$ cat src/rtl/mpt_pkg.sv
// Shared types and constants for the multichannel pulse timer.
// No dependencies; every other file in rtl/ imports this package.
package mpt_pkg;

  localparam int NUM_CH    = 7;
  localparam int NUM_PING  = 3;
  localparam int LEN_W     = 17;
  localparam int STAMP_W   = 32;
  localparam int DIR_W     = 3;
  localparam int REG_IDX_W = 3;

  typedef logic [LEN_W-1:0]     len_t;
  typedef logic [STAMP_W-1:0]   stamp_t;
  typedef logic [DIR_W-1:0]     dir_code_t;
  typedef logic [REG_IDX_W-1:0] reg_addr_t;
  typedef logic [NUM_PING-1:0]  ping_vec_t;
  typedef logic [NUM_CH-1:0]    pin_vec_t;

  // configuration register map
  typedef enum logic [REG_IDX_W-1:0] {
    REG_SERVO_LONG_HIGH  = 3'd0,
    REG_SERVO_SHORT_HIGH = 3'd1,
    REG_SERVO_LOW        = 3'd2,
    REG_PING_HIGH        = 3'd3,
    REG_PING_LOW         = 3'd4,
    REG_CAMERA_HALF      = 3'd5,
    REG_SIREN_HALF       = 3'd6
  } reg_idx_t;

  localparam len_t REG_RESET [NUM_CH] = '{
    17'd200, 17'd100, 17'd100, 17'd1, 17'd4500, 17'd100000, 17'd10000
  };

  // drive direction codes
  typedef enum logic [DIR_W-1:0] {
    DIR_RIGHT    = 3'd0,
    DIR_LEFT     = 3'd1,
    DIR_FORWARD  = 3'd2,
    DIR_BACKWARD = 3'd3,
    DIR_STOP     = 3'd4
  } dir_t;

  // channel slots in the pin vector
  localparam int CH_SERVO_A = 0;
  localparam int CH_SERVO_B = 1;
  localparam int CH_PING0   = 2;
  localparam int CH_CAMERA  = 5;
  localparam int CH_SIREN   = 6;

  typedef struct packed {
    logic service;    // run the compare-and-toggle this beat
    logic force_low;  // clear the pin without touching timing state
  } chan_ctl_t;

endpackage

$ cat src/rtl/mpt_in_if.sv
// Input tick channel: valid/ready plus the tick payload.
// Depends on mpt_pkg.
interface mpt_in_if;
  import mpt_pkg::*;

  logic      valid;
  logic      ready;
  stamp_t    current_time;
  dir_code_t direction;
  logic      ping_enable;
  logic      alarm_active;
  logic      siren_switch;

  modport source (output valid, current_time, direction, ping_enable, alarm_active,
                  siren_switch, input ready);
  modport sink   (input valid, current_time, direction, ping_enable, alarm_active,
                  siren_switch, output ready);
endinterface

$ cat src/rtl/mpt_out_if.sv
// Result channel: valid/ready plus the pin levels after one tick.
// Depends on mpt_pkg.
interface mpt_out_if;
  import mpt_pkg::*;

  logic      valid;
  logic      ready;
  logic      servo_a_level;
  logic      servo_b_level;
  ping_vec_t ping_levels;
  logic      camera_level;
  logic      alarm_led;
  logic      siren_level;

  modport source (output valid, servo_a_level, servo_b_level, ping_levels, camera_level,
                  alarm_led, siren_level, input ready);
  modport sink   (input valid, servo_a_level, servo_b_level, ping_levels, camera_level,
                  alarm_led, siren_level, output ready);
endinterface

$ cat src/rtl/mpt_cfg_if.sv
// Configuration write channel: valid/ready, register index and write data.
// Depends on mpt_pkg.
interface mpt_cfg_if;
  import mpt_pkg::*;

  logic      valid;
  logic      ready;
  reg_addr_t index;
  len_t      data;

  modport source (output valid, index, data, input ready);
  modport sink   (input valid, index, data, output ready);
endinterface

$ cat src/rtl/mpt_channel.sv
// One pulse channel: toggle stamp, phase length, next level and pin register.
// Depends on mpt_pkg.
module mpt_channel #(
  parameter int TIME_BITS = 32
) (
  input  logic               clk,
  input  logic               rst_n,
  input  logic               advance,
  input  mpt_pkg::chan_ctl_t ctl,
  input  mpt_pkg::len_t      high_len,
  input  mpt_pkg::len_t      low_len,
  input  logic [TIME_BITS-1:0] now,
  output logic               level
);
  import mpt_pkg::*;

  localparam int CMP_W = (TIME_BITS > LEN_W) ? TIME_BITS : LEN_W;

  logic [TIME_BITS-1:0] stamp_r, stamp_nxt;
  len_t                 len_r, len_nxt;
  logic                 next_high_r, next_high_nxt;
  logic                 level_r, level_nxt;
  logic [TIME_BITS-1:0] elapsed;
  logic                 fire;

  // subtraction wraps modulo 2^TIME_BITS
  assign elapsed = now - stamp_r;
  assign fire    = ctl.service && (CMP_W'(elapsed) > CMP_W'(len_r));

  always_comb begin
    stamp_nxt     = stamp_r;
    len_nxt       = len_r;
    next_high_nxt = next_high_r;
    level_nxt     = level_r;
    if (fire) begin
      stamp_nxt     = now;
      len_nxt       = next_high_r ? high_len : low_len;
      level_nxt     = next_high_r;
      next_high_nxt = ~next_high_r;
    end else if (ctl.force_low) begin
      level_nxt = 1'b0;
    end
  end

  always_ff @(posedge clk) begin
    if (!rst_n) begin
      stamp_r     <= '0;
      len_r       <= '0;
      next_high_r <= 1'b0;
      level_r     <= 1'b0;
    end else if (advance) begin
      stamp_r     <= stamp_nxt;
      len_r       <= len_nxt;
      next_high_r <= next_high_nxt;
      level_r     <= level_nxt;
    end
  end

  assign level = level_r;

endmodule

$ cat src/rtl/multichannel_pulse_timer.sv
// Seven-channel pulse timer (two servos, three ping triggers, camera, siren).
// Depends on mpt_pkg, mpt_in_if, mpt_out_if, mpt_cfg_if and mpt_channel.
//
// Usage:
//  - in_bus carries one tick per beat: time stamp, drive direction, ping enable,
//    alarm flag and siren switch. Ticks may arrive back to back, one per clock, while in_bus.ready is high.
//  - out_bus returns one beat per tick: the pin levels after that tick plus the
//    alarm LED. Results come out in tick order.
//  - cfg_bus writes the seven phase length registers (index 0..6); writes to
//    index 7 are dropped. cfg_bus.ready is always high. Write only while idle.
//  - A tick accepted on in_bus is registered in the input stage; the channels
//    update and the result becomes valid when it moves into the pin registers.
//    One tick per clock passes while out_bus does not stall, set by the single
//    compare-and-toggle pass of each channel between input stage and pin registers.
//  - The pin registers double as the result register, so channel state only
//    moves when a result beat can be loaded.
//  - Stall: if out_bus.ready is low, one result waits in the output register and
//    one tick in the input stage; in_bus.ready drops only when both are full.
//  - Reset (rst_n low, synchronous): pins low, all channel timing state zero,
//    config registers back to their defaults, both stages empty.
module multichannel_pulse_timer #(
  parameter int TIME_BITS = 32
) (
  input logic clk,
  input logic rst_n,
  mpt_in_if.sink    in_bus,
  mpt_out_if.source out_bus,
  mpt_cfg_if.sink   cfg_bus
);
  import mpt_pkg::*;

  // config registers
  len_t cfg_r   [NUM_CH];
  len_t cfg_nxt [NUM_CH];

  // input stage
  logic      s1_valid_r;
  stamp_t    s1_time_r;
  dir_code_t s1_dir_r;
  logic      s1_ping_r;
  logic      s1_alarm_r;
  logic      s1_sw_r;

  // output stage (pin levels live in the channels)
  logic      out_valid_r;
  logic      alarm_led_r;

  logic      advance;
  logic      in_take;
  logic      servo_en;
  logic [TIME_BITS-1:0] now;
  chan_ctl_t ch_ctl  [NUM_CH];
  len_t      ch_high [NUM_CH];
  len_t      ch_low  [NUM_CH];
  pin_vec_t  pins;

  // ---------------- configuration ----------------
  assign cfg_bus.ready = 1'b1;

  always_comb begin
    for (int i = 0; i < NUM_CH; i++) cfg_nxt[i] = cfg_r[i];
    if (cfg_bus.valid && (cfg_bus.index <= REG_SIREN_HALF)) begin
      cfg_nxt[cfg_bus.index] = cfg_bus.data;
    end
  end

  always_ff @(posedge clk) begin
    if (!rst_n) begin
      for (int i = 0; i < NUM_CH; i++) cfg_r[i] <= REG_RESET[i];
    end else begin
      for (int i = 0; i < NUM_CH; i++) cfg_r[i] <= cfg_nxt[i];
    end
  end

  // ---------------- handshake ----------------
  // stage 1 moves into the pin registers when the output slot frees up
  assign advance       = s1_valid_r && (!out_valid_r || out_bus.ready);
  assign in_bus.ready  = !s1_valid_r || advance;
  assign in_take       = in_bus.valid && in_bus.ready;

  always_ff @(posedge clk) begin
    if (!rst_n) begin
      s1_valid_r  <= 1'b0;
      out_valid_r <= 1'b0;
    end else begin
      if (in_take)      s1_valid_r <= 1'b1;
      else if (advance) s1_valid_r <= 1'b0;

      if (advance)            out_valid_r <= 1'b1;
      else if (out_bus.ready) out_valid_r <= 1'b0;
    end
  end

  // payload registers, no reset needed
  always_ff @(posedge clk) begin
    if (in_take) begin
      s1_time_r  <= in_bus.current_time;
      s1_dir_r   <= in_bus.direction;
      s1_ping_r  <= in_bus.ping_enable;
      s1_alarm_r <= in_bus.alarm_active;
      s1_sw_r    <= in_bus.siren_switch;
    end
    if (advance) alarm_led_r <= s1_alarm_r;
  end

  // ---------------- per-channel control ----------------
  assign now      = TIME_BITS'(s1_time_r);
  assign servo_en = s1_dir_r inside {DIR_RIGHT, DIR_LEFT, DIR_FORWARD, DIR_BACKWARD};

  always_comb begin
    for (int i = 0; i < NUM_CH; i++) begin
      ch_ctl[i]  = '0;
      ch_high[i] = '0;
      ch_low[i]  = '0;
    end

    // servos: stop and unused codes leave them alone
    ch_ctl[CH_SERVO_A].service = servo_en;
    ch_ctl[CH_SERVO_B].service = servo_en;
    ch_high[CH_SERVO_A] = (s1_dir_r == DIR_RIGHT || s1_dir_r == DIR_FORWARD)
                          ? cfg_r[REG_SERVO_LONG_HIGH] : cfg_r[REG_SERVO_SHORT_HIGH];
    ch_high[CH_SERVO_B] = (s1_dir_r == DIR_RIGHT || s1_dir_r == DIR_BACKWARD)
                          ? cfg_r[REG_SERVO_LONG_HIGH] : cfg_r[REG_SERVO_SHORT_HIGH];
    ch_low[CH_SERVO_A]  = cfg_r[REG_SERVO_LOW];
    ch_low[CH_SERVO_B]  = cfg_r[REG_SERVO_LOW];

    // ping triggers share one pair of lengths
    for (int p = 0; p < NUM_PING; p++) begin
      ch_ctl[CH_PING0+p].service = s1_ping_r;
      ch_high[CH_PING0+p] = cfg_r[REG_PING_HIGH];
      ch_low[CH_PING0+p]  = cfg_r[REG_PING_LOW];
    end

    // camera runs with the alarm; siren also needs the switch
    ch_ctl[CH_CAMERA].service   = s1_alarm_r;
    ch_ctl[CH_CAMERA].force_low = !s1_alarm_r;
    ch_high[CH_CAMERA] = cfg_r[REG_CAMERA_HALF];
    ch_low[CH_CAMERA]  = cfg_r[REG_CAMERA_HALF];

    ch_ctl[CH_SIREN].service   = s1_alarm_r && s1_sw_r;
    ch_ctl[CH_SIREN].force_low = !(s1_alarm_r && s1_sw_r);
    ch_high[CH_SIREN] = cfg_r[REG_SIREN_HALF];
    ch_low[CH_SIREN]  = cfg_r[REG_SIREN_HALF];
  end

  for (genvar c = 0; c < NUM_CH; c++) begin : g_ch
    mpt_channel #(
      .TIME_BITS (TIME_BITS)
    ) u_ch (
      .clk      (clk),
      .rst_n    (rst_n),
      .advance  (advance),
      .ctl      (ch_ctl[c]),
      .high_len (ch_high[c]),
      .low_len  (ch_low[c]),
      .now      (now),
      .level    (pins[c])
    );
  end

  // ---------------- result beat ----------------
  assign out_bus.valid         = out_valid_r;
  assign out_bus.servo_a_level = pins[CH_SERVO_A];
  assign out_bus.servo_b_level = pins[CH_SERVO_B];
  assign out_bus.ping_levels   = pins[CH_PING0 +: NUM_PING];
  assign out_bus.camera_level  = pins[CH_CAMERA];
  assign out_bus.alarm_led     = alarm_led_r;
  assign out_bus.siren_level   = pins[CH_SIREN];

`ifndef SYNTH
  // camera and siren can only be high while the alarm is raised
  a_alarm_gates: assert property (@(posedge clk) disable iff (!rst_n)
    out_valid_r && (pins[CH_CAMERA] || pins[CH_SIREN]) |-> alarm_led_r)
    else $error("camera or siren high without alarm");

  // pins only move when a tick is retired into the output slot
  a_pins_hold: assert property (@(posedge clk) disable iff (!rst_n)
    !advance |=> $stable(pins))
    else $error("pin levels changed without a retired tick");

  // an accepted tick always lands in the input stage
  a_take_fills: assert property (@(posedge clk) disable iff (!rst_n)
    in_take |=> s1_valid_r)
    else $error("accepted tick lost");
`endif

endmodule

$ cat src/flat_wrapper.sv
// flat-port wrapper written by rule: the top's interface ports become plain ports
module multichannel_pulse_timer_flat import mpt_pkg::*;
#(
  parameter int TIME_BITS = 32
)
  (clk, rst_n, in_bus_valid, in_bus_current_time, in_bus_direction, in_bus_ping_enable, in_bus_alarm_active, in_bus_siren_switch, in_bus_ready, out_bus_valid, out_bus_servo_a_level, out_bus_servo_b_level, out_bus_ping_levels, out_bus_camera_level, out_bus_alarm_led, out_bus_siren_level, out_bus_ready, cfg_bus_valid, cfg_bus_index, cfg_bus_data, cfg_bus_ready);
  mpt_in_if in_bus_i ();
  mpt_out_if out_bus_i ();
  mpt_cfg_if cfg_bus_i ();
  input logic clk;
  input logic rst_n;
  input wire logic [$bits(in_bus_i.valid)-1:0] in_bus_valid;
  input wire logic [$bits(in_bus_i.current_time)-1:0] in_bus_current_time;
  input wire logic [$bits(in_bus_i.direction)-1:0] in_bus_direction;
  input wire logic [$bits(in_bus_i.ping_enable)-1:0] in_bus_ping_enable;
  input wire logic [$bits(in_bus_i.alarm_active)-1:0] in_bus_alarm_active;
  input wire logic [$bits(in_bus_i.siren_switch)-1:0] in_bus_siren_switch;
  output wire logic [$bits(in_bus_i.ready)-1:0] in_bus_ready;
  output wire logic [$bits(out_bus_i.valid)-1:0] out_bus_valid;
  output wire logic [$bits(out_bus_i.servo_a_level)-1:0] out_bus_servo_a_level;
  output wire logic [$bits(out_bus_i.servo_b_level)-1:0] out_bus_servo_b_level;
  output wire logic [$bits(out_bus_i.ping_levels)-1:0] out_bus_ping_levels;
  output wire logic [$bits(out_bus_i.camera_level)-1:0] out_bus_camera_level;
  output wire logic [$bits(out_bus_i.alarm_led)-1:0] out_bus_alarm_led;
  output wire logic [$bits(out_bus_i.siren_level)-1:0] out_bus_siren_level;
  input wire logic [$bits(out_bus_i.ready)-1:0] out_bus_ready;
  input wire logic [$bits(cfg_bus_i.valid)-1:0] cfg_bus_valid;
  input wire logic [$bits(cfg_bus_i.index)-1:0] cfg_bus_index;
  input wire logic [$bits(cfg_bus_i.data)-1:0] cfg_bus_data;
  output wire logic [$bits(cfg_bus_i.ready)-1:0] cfg_bus_ready;
  assign in_bus_i.valid = in_bus_valid;
  assign in_bus_i.current_time = in_bus_current_time;
  assign in_bus_i.direction = in_bus_direction;
  assign in_bus_i.ping_enable = in_bus_ping_enable;
  assign in_bus_i.alarm_active = in_bus_alarm_active;
  assign in_bus_i.siren_switch = in_bus_siren_switch;
  assign in_bus_ready = in_bus_i.ready;
  assign out_bus_valid = out_bus_i.valid;
  assign out_bus_servo_a_level = out_bus_i.servo_a_level;
  assign out_bus_servo_b_level = out_bus_i.servo_b_level;
  assign out_bus_ping_levels = out_bus_i.ping_levels;
  assign out_bus_camera_level = out_bus_i.camera_level;
  assign out_bus_alarm_led = out_bus_i.alarm_led;
  assign out_bus_siren_level = out_bus_i.siren_level;
  assign out_bus_i.ready = out_bus_ready;
  assign cfg_bus_i.valid = cfg_bus_valid;
  assign cfg_bus_i.index = cfg_bus_index;
  assign cfg_bus_i.data = cfg_bus_data;
  assign cfg_bus_ready = cfg_bus_i.ready;
  multichannel_pulse_timer #(.TIME_BITS(TIME_BITS)) u_core (.clk(clk), .rst_n(rst_n), .in_bus(in_bus_i), .out_bus(out_bus_i), .cfg_bus(cfg_bus_i));
endmodule
$ cat config.mk
export PLATFORM = sky130hd
export DESIGN_NAME = multichannel_pulse_timer_flat
export DESIGN_NICKNAME = d
export VERILOG_FILES = /design/src/rtl/mpt_pkg.sv /design/src/rtl/mpt_in_if.sv /design/src/rtl/mpt_out_if.sv /design/src/rtl/mpt_cfg_if.sv /design/src/rtl/mpt_channel.sv /design/src/rtl/multichannel_pulse_timer.sv /design/src/flat_wrapper.sv
export SDC_FILE = /design/constraint.sdc
export NUM_CORES = 2
export LEC_CHECK = 0
export BUFFER_PORTS_ARGS = -buffer_cell sky130_fd_sc_hd__buf_2
export CORE_UTILIZATION = 34
export DETAILED_ROUTE_END_ITERATION = 8
export HOLD_SLACK_MARGIN = 0.1
export MAX_ROUTING_LAYER = met4
export PLACE_DENSITY_LB_ADDON = 0.08
export SLEW_MARGIN = 20
export SYNTH_ARGS = -nofsm -noshare
export SYNTH_HDL_FRONTEND = slang
export SYNTH_SLANG_ARGS = --single-unit
$ cat constraint.sdc
create_clock -name clk -period 12.8 [get_ports clk]
set_input_delay 2.56 -clock clk [delete_from_list [all_inputs] [get_ports clk]]
set_output_delay 2.56 -clock clk [all_outputs]
set_load 0.02 [all_outputs]
==> impl_metrics.prom <==
# TYPE chip_impl_metric gauge
chip_impl_info{name="status",value="complete, no violations"} 1
chip_impl_metric{name="routed-via-count",unit=""} 30140
chip_impl_info{name="worst_setup_path_startpoint",value="u_core.now[8]"} 1
chip_impl_metric{name="dp_worst_setup_slack",unit="ns"} 6.066
chip_impl_info{name="crit_path_end",value="u_core.g_ch[0].u_ch.next_high_r"} 1
chip_impl_metric{name="pin_count_of_the_biggest_net_entering_global_routing",unit=""} 101
chip_impl_info{name="rr_startpoint",value="u_core.now[8]"} 1
chip_impl_metric{name="leakage",unit="nW"} 14.68
chip_impl_metric{name="worst-path-max-fanout",unit=""} 30
chip_impl_info{name="crit_family",value="simple AND/OR/NAND/NOR gates"} 1
chip_impl_metric{name="setup_viol_count_final",unit=""} 0
chip_impl_metric{name="fill_cells",unit=""} 10660
chip_impl_metric{name="cellPowerDensity",unit="nW/um2"} 121.8
chip_impl_info{name="layout.cells.most_common_list",value="656 x sky130_fd_sc_hd__nand2_1, 478 x sky130_fd_sc_hd__dfxtp_1, 371 x sky130_fd_sc_hd__inv_1"} 1
chip_impl_metric{name="area_growth",unit="%"} 10.56
chip_impl_metric{name="cp_peak_stage_delay",unit="ns"} 0.66
chip_impl_metric{name="holdBufCountCts",unit=""} 0
chip_impl_metric{name="cts_resized",unit=""} 0
chip_impl_metric{name="width_of_the_chip",unit="um"} 324.2
chip_impl_info{name="critical_path.endpoint_type",value="flop"} 1
chip_impl_metric{name="detailedRoute.firstPassIterationCount",unit=""} 5
chip_impl_metric{name="slew_headroom",unit=""} 0.2740
chip_impl_metric{name="wirelength",unit="mm"} 111.5
chip_impl_metric{name="syn_area",unit="um2"} 35290
chip_impl_metric{name="detail-route-antenna-nets",unit=""} 0
chip_impl_metric{name="clkSinkCount",unit=""} 517
chip_impl_metric{name="finalHoldViolations",unit=""} 0
chip_impl_metric{name="worst_r2r_path_depth",unit=""} 22
chip_impl_metric{name="post-route-min-period",unit="ns"} 6.764
chip_impl_metric{name="drcViolationCount",unit=""} 0
chip_impl_metric{name="postSynthAreaPerCell",unit="um2"} 8.011
chip_impl_info{name="cts_tree",value="done"} 1
chip_impl_metric{name="asyncSetResetFlopFracSynth",unit=""} 0
chip_impl_metric{name="post-cts-setup-buffers",unit=""} 0
chip_impl_metric{name="timing.critical_path.required",unit="ns"} 13.32
chip_impl_metric{name="floorplan.initialDensity",unit=""} 0.3449
chip_impl_metric{name="final_routed_wire_length_divided_by_cell_count",unit="um"} 19.31
chip_impl_metric{name="setup_tns",unit="ns"} 0
chip_impl_metric{name="critical_path_depth",unit=""} 22
chip_impl_metric{name="yosysSeqAreaShare",unit=""} 0.3043
chip_impl_metric{name="min_period_over_period",unit=""} 0.5284
chip_impl_metric{name="cts_max_level",unit=""} 3
chip_impl_metric{name="final.setup_skew",unit="ns"} 0.02475
chip_impl_info{name="rsz0062_at_grt",value="no"} 1
chip_impl_metric{name="num_rows",unit=""} 117
chip_impl_metric{name="crit_path_setup_slack_layout",unit="ns"} 6.036
chip_impl_metric{name="final-seq-area",unit="um2"} 10740
chip_impl_metric{name="postSynthRegisterBits",unit=""} 517
chip_impl_metric{name="netlist-cell-type-count",unit=""} 86
chip_impl_metric{name="drt_first_iter_violations",unit=""} 1671
chip_impl_metric{name="port-buffer-count",unit=""} 72
chip_impl_metric{name="clk_pin_slew_worst_paths",unit="ns"} 0.05
chip_impl_metric{name="ios",unit=""} 74
chip_impl_metric{name="first_pass_grt_wire_length",unit="mm"} 169.8
chip_impl_metric{name="grt.total_usage",unit=""} 0.2163
chip_impl_metric{name="share_of_cells_above_drive_strength_1",unit=""} 0.06830
chip_impl_metric{name="core_area",unit="um2"} 102300
chip_impl_metric{name="multi_input_area",unit="um2"} 22250
chip_impl_info{name="timing.critical_path.from_type",value="flop"} 1
chip_impl_metric{name="global_route.overflow_total",unit=""} 0
chip_impl_metric{name="die_y",unit="um"} 324.2
chip_impl_info{name="hp-class",value="reg -> reg"} 1
chip_impl_metric{name="r2r_setup_slk",unit="ns"} 6.04
chip_impl_info{name="critPathSlowestCell",value="sky130_fd_sc_hd__edfxtp_1"} 1
chip_impl_metric{name="antenna_found_initial",unit=""} 3
chip_impl_metric{name="synth_enable_flop_cells",unit=""} 39
chip_impl_metric{name="max-clock-path-buffers",unit=""} 3
chip_impl_metric{name="finalWeightedCongestion",unit=""} 0.8568
chip_impl_info{name="cells_traversed_along_the_worst_timing_path",value="ha_1, and2_1, nand2_1, a2111oi_0, nor3_1, nor2_1, a21o_1, a21oi_1, xnor2_1, ha_1, nand4_1, a2111oi_0, or4_1, o221ai_1, nand3_1, nor4_1, nand4b_1, nor4_1, a31oi_4, buf_4, xor2_1, and2_1"} 1
chip_impl_metric{name="post_drt_via_cell_ratio",unit=""} 5.217
chip_impl_info{name="synth_ff_type",value="sky130_fd_sc_hd__dfxtp_1"} 1
chip_impl_metric{name="tightest_slew",unit="ns"} 1.088
chip_impl_metric{name="insertion_delay",unit="ns"} 0.63
chip_impl_metric{name="max-cap-violations",unit=""} 0
chip_impl_metric{name="die_area",unit="um2"} 105100
chip_impl_metric{name="finalMaxSlewViolations",unit=""} 0
chip_impl_info{name="r2r-end",value="u_core.g_ch[0].u_ch.next_high_r"} 1
chip_impl_metric{name="maxClockFrequency",unit="MHz"} 147.8
chip_impl_metric{name="numCtsBuffers",unit=""} 66
chip_impl_info{name="timing.setup.critical_path_class",value="reg -> reg"} 1
chip_impl_info{name="root_buffer",value="sky130_fd_sc_hd__clkbuf_16"} 1
chip_impl_metric{name="crit_buf_inv",unit=""} 1
chip_impl_metric{name="first_global_vias",unit=""} 28740
chip_impl_metric{name="maximum_vdd_drop",unit="mV"} 0.09874
chip_impl_metric{name="mappedNetlistNets",unit=""} 4811
chip_impl_info{name="min_from",value="u_core.cfg_r[6][0]"} 1
chip_impl_metric{name="arrival",unit="ns"} 7.29
chip_impl_info{name="final_common_cell",value="sky130_fd_sc_hd__nand2_1"} 1
chip_impl_metric{name="netlist_instances",unit=""} 4405
chip_impl_metric{name="design.final.nets",unit=""} 4766
chip_impl_metric{name="hpwl",unit="mm"} 84.52
chip_impl_metric{name="yosysWarningCount",unit=""} 0
==> sequential cells by signal, summed over array words and instances, names as in the netlist <==
signal                        cells
u_core.g_ch.u_ch.stamp_r        224
u_core.cfg_r                    119
u_core.g_ch.u_ch.len_r          119
u_core.now                       32
u_core.g_ch.u_ch.level            7
u_core.g_ch.u_ch.next_high_r      7
u_core.s1_dir_r                   3
u_core.out_bus.alarm_led          1
u_core.out_bus.valid              1
u_core.s1_alarm_r                 1
u_core.s1_ping_r                  1
u_core.s1_sw_r                    1
u_core.s1_valid_r                 1
==> metal layers <==
metal	vias to the layer above	wire length [um]	global-route usage
met5	-	0	-
met4	0	3656	0.07757
met3	164	3143	0.02266
met2	400	50600	0.3435
met1	14150	54140	0.2840
li1	15430	-	-
==> power breakdown <==
group	total, W	leakage, nW	internal, W	switching (W)
clock	0.00199	1.11	0.00122	0.000775
combinational	0.00103	9.31	0.000398	0.000630
sequential	0.00173	4.26	0.00168	0.0000464
==> worst min-delay path by stage <==
stage,endpoint,cells after the start
2_1_floorplan,u_core.g_ch[6].u_ch.len_r[0],2
3_3_place_gp,u_core.g_ch[5].u_ch.stamp_r[4],2
3_5_place_dp,u_core.g_ch[6].u_ch.len_r[0],2
4_1_cts,u_core.g_ch[6].u_ch.len_r[0],2
5_1_grt,u_core.g_ch[1].u_ch.stamp_r[17],2
6_report,u_core.g_ch[6].u_ch.len_r[0],2
==> layout make-up <==
cell class,instances,area share
antenna,2,0.0001283
clock buffer,90,0.04749
clock inverter,25,0.01103
inverter,372,0.03579
multi-input combinational,3296,0.5702
sequential,517,0.2753
tap,1368,0.04387
timing repair buffer,107,0.01623
==> stage by stage <==
step / utilization / cells / area [um2] / total power, W / hold slack [ns]
finish: 0.3813 / 5777 / 39020 / 0.004752 / 0.4484
global route: 0.3813 / 5775 / 39010 / 0.004997 / 0.4654
CTS: 0.3813 / 5775 / 39010 / 0.004821 / 0.4533
detailed placement: 0.3589 / 5660 / 36730 / 0.002792 / 0.4448
global placement: 0.3589 / 5660 / 36730 / 0.002796 / 0.4432
floorplan: - / 4405 / 35290 / 0.002492 / 0.4286
==> worst min-delay path, stage by stage (launching register included) <==
cell and delay (ns):
sky130_fd_sc_hd__dfxtp_1 0.31, sky130_fd_sc_hd__nand2_1 0.05, sky130_fd_sc_hd__o21ai_1 0.05
==> synth_stat cells, drive strengths merged (22+ instances only) <==
master    n  area (um2)
nand2   656        2462
dfxtp   478        9569
inv     371        1393
ha      336        4204
o21ai   322        1623
a21oi   245        1226
nand3   244        1221
mux2i   191        1912
clkbuf  160       600.6
nor2    158       593.1
xnor2   110       963.4
a21o    106       795.8
a21boi  100       750.7
nor2b    96       608.1
nand4    69       446.7
buf      60       384.1
xor2     57       499.2
mux2     54       608.1
nor3     47       235.2
o21a     43       322.8
edfxtp   39        1171
nand2b   38       237.7
o211ai   38       285.3
o211a    35       350.3
a211oi   30       230.2
a31oi    28       175.2
and3     25       161.4
or3      23       143.9
o21bai   22       165.2
==> kinds of logic (layout without fill, tap and decap cells) <==
logic type                 count (synthesis)  in the layout  share of synthesized area
other                                      1              3                  0.0001063
adders and majority gates                343            343                     0.1231
muxes                                    245            245                    0.07141
buffers and inverters                    592            594                    0.06747
AOI/OAI and AO/OA                       1107           1107                     0.2034
and+or+nand+nor                         1433           1433                     0.1887
DFF                                      517            517                     0.3043
xor gates and xnor gates                 167            167                    0.04145
Power figures use the tool's default switching activity.
